**src/erff_pkg.sv**
```systemverilog
// Shared types and constants for the receive frame filter.
// No dependencies; every module of the filter imports this package.
package erff_pkg;

  // Fixed field widths and limits.
  localparam int unsigned MacW      = 48;
  localparam int unsigned TypeW     = 16;
  localparam int unsigned PortMax   = 4;
  localparam int unsigned HandMax   = 2;
  localparam int unsigned CfgIdxW   = 3;
  localparam int unsigned CfgDataW  = 48;
  localparam logic [MacW-1:0] BcastMac = 48'hFFFF_FFFF_FFFF;

  // Configuration register indexes.
  typedef enum logic [CfgIdxW-1:0] {
    REG_PORT_FLAGS     = 3'd0,
    REG_MAC_0          = 3'd1,
    REG_MAC_1          = 3'd2,
    REG_MAC_2          = 3'd3,
    REG_MAC_3          = 3'd4,
    REG_HANDLER_COUNT  = 3'd5,
    REG_HANDLER_TYPE_0 = 3'd6,
    REG_HANDLER_TYPE_1 = 3'd7
  } erff_reg_e;

  // Frame verdict codes.
  typedef enum logic [1:0] {
    ACT_OWN_SRC  = 2'd0,
    ACT_NOT_ADDR = 2'd1,
    ACT_ACCEPT   = 2'd2
  } erff_action_e;

  // One received frame header.
  typedef struct packed {
    logic [MacW-1:0]  dst_mac;
    logic [MacW-1:0]  src_mac;
    logic [TypeW-1:0] ether_type;
    logic [1:0]       ingress_port;
  } erff_in_t;

  // One filter verdict.
  typedef struct packed {
    erff_action_e action;
    logic [3:0]   flood_mask;
    logic         handler_hit;
    logic         handler_index;
  } erff_res_t;

  // Comparison results handed from the compare stage to the decision stage.
  typedef struct packed {
    logic [PortMax-1:0] src_hit;
    logic [PortMax-1:0] dst_hit;
    logic               bcast;
    logic [PortMax-1:0] flood_cand;
    logic [HandMax-1:0] type_hit;
  } erff_cmp_t;

endpackage

```
**src/erff_compare.sv**
```systemverilog
// Compare stage of the receive frame filter: MAC and ethertype matches.
// Depends on erff_pkg.
module erff_compare import erff_pkg::*; #(
  parameter int unsigned PORTS    = 4,
  parameter int unsigned HANDLERS = 2
) (
  input  logic                           clk_i,
  input  logic                           rst_ni,
  input  logic                           valid_i,
  input  erff_in_t                       hdr_i,
  input  logic [7:0]                     port_flags_i,
  input  logic [PORTS-1:0][MacW-1:0]     mac_i,
  input  logic [1:0]                     handler_count_i,
  input  logic [HANDLERS-1:0][TypeW-1:0] handler_type_i,
  output logic                           valid_o,
  output erff_cmp_t                      cmp_o
);

  logic [PortMax-1:0] src_hit;
  logic [PortMax-1:0] dst_hit;
  logic [PortMax-1:0] flood_cand;
  logic [PortMax-1:0] ingress_oh;
  logic [HandMax-1:0] type_hit;
  logic [1:0]         hcnt;
  erff_cmp_t          cmp_d;
  erff_cmp_t          cmp_q;
  logic               valid_q;

  assign ingress_oh = 4'b0001 << hdr_i.ingress_port;

  // Per-port address matches; ports beyond the configured count never match.
  for (genvar p = 0; p < PortMax; p++) begin : g_port
    if (p < PORTS) begin : g_on
      assign src_hit[p] = port_flags_i[p] && (mac_i[p] == hdr_i.src_mac);
      assign dst_hit[p] = port_flags_i[p] && (mac_i[p] == hdr_i.dst_mac);
      assign flood_cand[p] = port_flags_i[p] && !port_flags_i[p+PortMax] && !ingress_oh[p];
    end else begin : g_off
      assign src_hit[p]    = 1'b0;
      assign dst_hit[p]    = 1'b0;
      assign flood_cand[p] = 1'b0;
    end
  end

  // The slot count saturates at the number of slots built.
  assign hcnt = (handler_count_i > 2'(HANDLERS)) ? 2'(HANDLERS) : handler_count_i;

  // Ethertype matches for the slots in use.
  for (genvar h = 0; h < HandMax; h++) begin : g_hand
    if (h < HANDLERS) begin : g_on
      assign type_hit[h] = (2'(h) < hcnt) && (handler_type_i[h] == hdr_i.ether_type);
    end else begin : g_off
      assign type_hit[h] = 1'b0;
    end
  end

  // Gather the match vectors for the next stage.
  always_comb begin
    cmp_d            = '0;
    cmp_d.src_hit    = src_hit;
    cmp_d.dst_hit    = dst_hit;
    cmp_d.bcast      = (hdr_i.dst_mac == BcastMac);
    cmp_d.flood_cand = flood_cand;
    cmp_d.type_hit   = type_hit;
  end

  // Stage valid bit.
  always_ff @(posedge clk_i or negedge rst_ni) begin
    if (!rst_ni) begin
      valid_q <= 1'b0;
    end else begin
      valid_q <= valid_i;
    end
  end

  // Stage payload.
  always_ff @(posedge clk_i) begin
    if (valid_i) begin
      cmp_q <= cmp_d;
    end
  end

  assign valid_o = valid_q;
  assign cmp_o   = cmp_q;

endmodule

```
**src/ethernet_rx_frame_filter_unit.sv**
```systemverilog
// Top level of the receive frame filter: configuration registers and pipeline.
// Depends on erff_pkg and erff_compare.
//
// The filter classifies one frame header per clock cycle through a three-stage
// pipeline: header capture, MAC and ethertype compare, verdict. Each header
// produces exactly one verdict, presented on res_o with done_o high for one
// cycle. That cycle begins once the header has passed the capture, compare and
// verdict registers, and the verdict beat is taken at the edge that ends it.
// The pipeline never stalls and busy_o stays low, so start_i may be held high
// every cycle; the receiver must take each verdict in the cycle it appears.
// Configuration is written through cfg_we_i, cfg_idx_i and cfg_wdata_i and must
// only change while no header is in flight.
module ethernet_rx_frame_filter_unit import erff_pkg::*; #(
  parameter int unsigned PORTS    = 4,
  parameter int unsigned HANDLERS = 2
) (
  input  logic                clk_i,
  input  logic                rst_ni,
  input  logic                start_i,
  output logic                busy_o,
  input  erff_in_t            in_i,
  output logic                done_o,
  output erff_res_t           res_o,
  input  logic                cfg_we_i,
  input  logic [CfgIdxW-1:0]  cfg_idx_i,
  input  logic [CfgDataW-1:0] cfg_wdata_i
);

  logic [7:0]                     port_flags_q;
  logic [PORTS-1:0][MacW-1:0]     mac_q;
  logic [1:0]                     handler_count_q;
  logic [HANDLERS-1:0][TypeW-1:0] handler_type_q;

  logic      in_valid_q;
  erff_in_t  hdr_q;
  logic      cmp_valid;
  erff_cmp_t cmp;
  logic      res_valid_q;
  erff_res_t res_d;
  erff_res_t res_q;
  logic      own_src;
  logic      addressed;

  assign busy_o = 1'b0;

  // Scalar configuration registers.
  always_ff @(posedge clk_i or negedge rst_ni) begin
    if (!rst_ni) begin
      port_flags_q    <= '0;
      handler_count_q <= '0;
    end else if (cfg_we_i) begin
      case (erff_reg_e'(cfg_idx_i))
        REG_PORT_FLAGS:    port_flags_q    <= cfg_wdata_i[7:0];
        REG_HANDLER_COUNT: handler_count_q <= cfg_wdata_i[1:0];
        default: ;
      endcase
    end
  end

  // Interface MAC registers, one per built port.
  for (genvar p = 0; p < PORTS; p++) begin : g_mac
    always_ff @(posedge clk_i or negedge rst_ni) begin
      if (!rst_ni) begin
        mac_q[p] <= '0;
      end else if (cfg_we_i && (cfg_idx_i == 3'(REG_MAC_0) + 3'(p))) begin
        mac_q[p] <= cfg_wdata_i[MacW-1:0];
      end
    end
  end

  // Ethertype handler registers, one per built slot.
  for (genvar h = 0; h < HANDLERS; h++) begin : g_type
    always_ff @(posedge clk_i or negedge rst_ni) begin
      if (!rst_ni) begin
        handler_type_q[h] <= '0;
      end else if (cfg_we_i && (cfg_idx_i == 3'(REG_HANDLER_TYPE_0) + 3'(h))) begin
        handler_type_q[h] <= cfg_wdata_i[TypeW-1:0];
      end
    end
  end

  // Stage one: capture the header beat.
  always_ff @(posedge clk_i or negedge rst_ni) begin
    if (!rst_ni) begin
      in_valid_q <= 1'b0;
    end else begin
      in_valid_q <= start_i && !busy_o;
    end
  end

  always_ff @(posedge clk_i) begin
    if (start_i && !busy_o) begin
      hdr_q <= in_i;
    end
  end

  // Stage two: address and ethertype compares.
  erff_compare #(
    .PORTS    (PORTS),
    .HANDLERS (HANDLERS)
  ) u_compare (
    .clk_i           (clk_i),
    .rst_ni          (rst_ni),
    .valid_i         (in_valid_q),
    .hdr_i           (hdr_q),
    .port_flags_i    (port_flags_q),
    .mac_i           (mac_q),
    .handler_count_i (handler_count_q),
    .handler_type_i  (handler_type_q),
    .valid_o         (cmp_valid),
    .cmp_o           (cmp)
  );

  // Stage three: verdict, flood mask and handler selection.
  assign own_src   = |cmp.src_hit;
  assign addressed = cmp.bcast || (|cmp.dst_hit);

  always_comb begin
    res_d = '0;
    if (own_src) begin
      res_d.action = ACT_OWN_SRC;
    end else if (!addressed) begin
      res_d.action = ACT_NOT_ADDR;
    end else begin
      res_d.action        = ACT_ACCEPT;
      res_d.flood_mask    = cmp.bcast ? cmp.flood_cand : 4'b0000;
      res_d.handler_hit   = |cmp.type_hit;
      res_d.handler_index = !cmp.type_hit[0] && cmp.type_hit[1];
    end
  end

  always_ff @(posedge clk_i or negedge rst_ni) begin
    if (!rst_ni) begin
      res_valid_q <= 1'b0;
    end else begin
      res_valid_q <= cmp_valid;
    end
  end

  always_ff @(posedge clk_i) begin
    if (cmp_valid) begin
      res_q <= res_d;
    end
  end

  assign done_o = res_valid_q;
  assign res_o  = res_q;

endmodule

```
**config.mk**
```make
export PLATFORM = sky130hd
export DESIGN_NAME = ethernet_rx_frame_filter_unit
export DESIGN_NICKNAME = d
export VERILOG_FILES = /design/src/erff_pkg.sv /design/src/erff_compare.sv /design/src/ethernet_rx_frame_filter_unit.sv
export SDC_FILE = /design/constraint.sdc
export NUM_CORES = 1
export LEC_CHECK = 0
export BUFFER_PORTS_ARGS = -buffer_cell sky130_fd_sc_hd__buf_4
export CAP_MARGIN = 20
export CORE_MARGIN = 5
export CORE_UTILIZATION = 64
export CTS_CLUSTER_DIAMETER = 40
export DETAILED_ROUTE_END_ITERATION = 12
export HOLD_SLACK_MARGIN = 0.1
export PLACE_DENSITY = 0.83
export SLEW_MARGIN = 20
export SYNTH_ARGS = -nofsm -noshare
export SYNTH_HDL_FRONTEND = slang
export SYNTH_HIERARCHICAL = 1
export SYNTH_SLANG_ARGS = --single-unit
```
**constraint.sdc**
```tcl
create_clock -name clk_i -period 3.45 [get_ports clk_i]
set_clock_uncertainty 0.1 [all_clocks]
set_input_delay 0.5175 -clock clk_i [delete_from_list [all_inputs] [get_ports clk_i]]
set_output_delay 0.5175 -clock clk_i [all_outputs]
set_load 0.05 [all_outputs]
```
# ---- Word level (Yosys, flattened, before mapping)
# Cells that the tools add are included.
dict set report classes {
  order_cmp 3
  n_eq_ne 18
  n_shift 1
  n_mux 2
  bitwise_logic 2
  reduce_logical 43
}
# cell n
set ops {}
lappend ops {{$eq A48 B48 Y1} 8}
lappend ops {{$eq A48 B48 Y1 const B} 1}
lappend ops {{$eq A16 B16 Y1} 2}
lappend ops {{$logic_and A1 B1 Y1} 25}
lappend ops {{$eq A3 B3 Y1 const B} 4}
lappend ops {{$logic_not A1 Y1} 9}
lappend ops {{$reduce_or A4 Y1} 2}
lappend ops {{$eq A3 B2 Y1 const B} 2}
lappend ops {{$reduce_or A6 Y1} 1}
lappend ops {{$reduce_or A5 Y1} 1}
lappend ops {{$lt A1 B2 Y1 const A} 2}
lappend ops {{$mux W2} 2}
lappend ops {{$reduce_and A2 Y1} 2}
lappend ops {{$shl A1 B2 Y4 const A} 1}
lappend ops {{$eq A3 B1 Y1 const B} 1}
lappend ops {{$logic_not A3 Y1} 1}
lappend ops {{$gt A2 B2 Y1 const B} 1}
lappend ops {{$not A1 Y1} 2}
lappend ops {{$reduce_or A2 Y1} 1}
lappend ops {{$logic_or A1 B1 Y1} 1}
dict set report totals {
  register_bits 374
  input_bits 169
  output_inout_bits 10
  elab_cells 93
}

# ---- Longest topological paths before layout
dict set report logic_depth {
  depth_word 4
  depth_mapped 5
  depth_no_buf 4
}

# ---- By module
# The synthesis kept the hierarchy.
# module n_inst cells_per_inst area_per_inst_um2 seq_area_each_um2
set modules_own_cells {}
lappend modules_own_cells {ethernet_rx_frame_filter_unit 1 642 12966.2 9569.2}
lappend modules_own_cells {erff_compare 1 678 5466.5 475.5}

# ---- Worst setup path before layout
# No wires, ideal clock.
dict set report synth_timing {
  path_type {reg-to-reg}
  start {register hdr_q[95] (netlist name)}
  end {register u_compare.cmp_q (netlist bit u_compare/cmp_o[10]), data pin}
  setup_time_ps 170
  t_arrival_ps 1566
  required_time_ps 3180
  path_slack_ps 1614
  path_stages_with_launch 6
  path_buffers 1
  period_less_slack_ps 1836
  path_cell_list {edfxtp_1 -> buf_6 -> xor2_1 -> a211o_1 -> or4_1 -> nor4_2}
}
# item line
set synth_rtl {}
lappend synth_rtl {{start, declared} ethernet_rx_frame_filter_unit.sv:35} ;# erff_in_t hdr_q;
lappend synth_rtl {{start signal, assigned} ethernet_rx_frame_filter_unit.sv:93} ;# hdr_q <= in_i;
lappend synth_rtl {{end signal, assigned} erff_compare.sv:78} ;# cmp_q <= cmp_d;
lappend synth_rtl {{end, declared} erff_compare.sv:26} ;# erff_cmp_t cmp_q;

==> run_results.csv <==
group,metric,value,unit
detailed_routing,num_vias,13313,
synth,ys_seq_elements,374,
detailed_routing,viasPerCell,6.578,
sta,fin_crit_sh,0.7704,
global_routing,grtUsageTotal,0.4194,
final_layout,syn2layout_area_growth,23.49,%
final_layout,final_cell_mix,"338 x xor2_1, 237 x dfrtp_1, 183 x buf_4",
sta,tns,0,ns
floorplanning,die_height,179.7,um
place,dpl_cell_area,19930,sq um
cts,clock_sinks,374,
cts,htreeDepth,2,
synth,syn_inst,1320,
detailed_routing,first_iter_violations,1969,
sta,tightest_slew,1.075,ns
synth,yosys.cell_types.count,47,
worst_setup_path,worstPathMaxFanout,5,
detailed_routing,wl_per_cell,33.93,um
final_layout,fin_nets,1767,
synth,synthArstFlopShare,0.6337,
floorplanning,ios,179,
detailed_routing,antenna_left,0,
sta,hold_ws,0.1260,ns
cts,insertion_delay,0.55,ns
cts,clkSlewWorstSetupHoldPaths,0.06,ns
worst_setup_path,cp.required,3.77,ns
place,pre_cts_ws,0.9827,ns
detailed_routing,drt-total-wl,68.68,mm
power_and_ir_drop,ir_drop,0.0005155,V
worst_setup_path,critPathCaptureType,"flop",
place,globalplace.congestion,1.111,
detailed_routing,drc,0,
floorplanning,coreArea,28550,sq um
synth,syn_area,18430,sq um
power_and_ir_drop,leakage,9.557,nW
floorplanning,die_w,179.7,um
sta,hold_violations,0,
worst_setup_path,criticalPathCategory,"flop to flop",
sta,slew_headroom,0.2650,
worst_setup_path,crit_arrival,2.98,ns
final_layout,stdcell_count,2024,
synth,synth_warnings,6,
final_layout,final_area,22760,sq um
detailed_routing,drtPass1Iterations,7,
global_routing,overflow,0,
sta,rsz0062_at_grt,"no",
synth,seq_area_frac_synth,0.5449,
synth,ys.flop_type,"dfrtp_1",
cts,numCtsBuffers,48,
synth,yosysTopAreaCellShare,0.3217,
sta,setup_slack,0.7921,ns
job,maxCapViolCount,0,
cts,cts_tree,"done",
sta,min_period,2.658,ns
final_layout,final_util,0.7973,
global_routing,antenna_found_initial,4,
synth,avgSynthCellArea,13.96,sq um
outcome,status,"completed",
place,dp_hpwl,48.54,mm
floorplanning,design.die.area,32300,sq um
synth,postSynthNetCount,1489,
cts,root_buffer,"clkbuf_16",
final_layout,drive_above_1_share,0.3109,
synth,synth_edf_count,137,
worst_setup_path,cp-start-kind,"flop",
synth,synth_area_leaders,"dfrtp_1 32%, edfxtp_1 22%, xor2_1 16%, mux2_2 10%, mux2_4 4.9%",
place,portBuffers,177,
global_routing,first_global_vias,13717,
floorplanning,initial_core_util,0.6457,
global_routing,grt_max_degree,89,
synth,yosysTopAreaCell,"dfrtp_1",
sta,setup_viol,0,
hold_path,min_path_type,"input pin to flop",
power_and_ir_drop,power_density,656.6,nW/um^2
cts,post_cts_resized,0,
power_and_ir_drop,p_total,14.94,mW
floorplanning,num_rows,62,
final_layout,layout_commonest_cell,"xor2_1",
cts,clock_path_buffers,3,
sta,max_freq,376.2,MHz
place,place_inst,1817,
sta,final_max_slew_viol_count,0,
global_routing,grt_pass1_wl,98.77,mm
path summary, 6_finish.rpt:
check / slack, ns / startpoint / to / cells after the start
min in group asynchronous: 0.44 / rst_ni / done_o / 2
min reg2reg: 0.42 / port_flags_q[4] / port_flags_q[4] / 1
max reg2reg: 0.79 / hdr_q[45] / u_compare/cmp_o[11] / 5
max: 0.79 / hdr_q[45] / u_compare/cmp_o[11] / 5
min: 0.13 / cfg_wdata_i[29] / mac_q[77] / 2
max in group asynchronous: 1.92 / rst_ni / handler_type_q[12] / 3
synthesized netlist by cell type, types with 2 or more instances:
master,n
buf_1,6
xnor2_1,58
dfrtp_1,237
edfxtp_1,137
inv_1,19
and3_1,7
buf_12,6
buf_2,6
nand3_1,10
nand2_1,3
nand2b_1,11
buf_4,9
nand4b_4,2
a211oi_1,2
nor2b_1,5
mux2_1,6
nand4_1,41
or4_1,6
mux2_2,168
xor2_1,338
and4bb_4,3
nor3b_1,3
clkbuf_1,40
nor4_1,88
nor3_1,8
a21oi_1,2
a221oi_1,4
a211o_1,2
o2111ai_1,2
mux2_4,60
nor2_1,4
o21ai_0,4
buf_6,9
timing repair:
item                                   in CTS  in global routing
endpoints found under the hold margin     199                  0
hold buffers                              115                  0
buffers inserted                            0                  0
layer usage:
metal  global-route usage  share of wire  wire (um)  vias up
met5                    0        0.00039         27        -
met4               0.1676          0.053       3666        4
met3               0.1293           0.12       8535      241
met2               0.6495           0.45      31080     1106
met1               0.5596           0.37      25370     6708
li1                     -              -          -     5254
power breakdown:
group	total [mW]	switching, mW	internal (mW)	leakage [nW]
Combinational	3.23	1.77	1.46	4.54
Sequential	6.50	1.13	5.37	4.19
Clock	5.22	2.11	3.11	0.821
Total	14.9	5.01	9.93	9.56
flip-flops by register name (all words and copies together) (netlist names):
register,count
u_compare/cmp_o,15
mac_q,192
handler_count_q,2
handler_type_q,32
u_compare/valid_o,1
in_valid_q,1
hdr_q,114
port_flags_q,8
res_o,8
done_o,1
worst max-delay path, cell delays in order, from the launching register on:
cell	delay, ns
edfxtp_1	0.63
xor2_1	0.27
nor4_1	0.59
nand4_1	0.33
nor4_1	0.44
buf_4	0.17
kinds of logic after synthesis:
| family | Yosys count | share of synthesized area |
|---|---|---|
| simple gates | 196 | 0.07053 |
| mux | 234 | 0.1552 |
| compound gates | 23 | 0.01018 |
| other cells | 1 | 0.0002034 |
| buf+inv | 96 | 0.03082 |
| flops | 374 | 0.5449 |
| xor+xnor | 396 | 0.1882 |
area by class of cell:
cell class,count,area (sq um)
flip-flops and latches,374,10040
multi-input cells,850,7833
fillers,1618,5786
diodes,3,7.507
clock buffers,69,1436
well taps,384,480.5
repair buffers,305,2660
clock inverters,20,229.0
inverters,19,71.32
(Power assumes the default switching activity.)
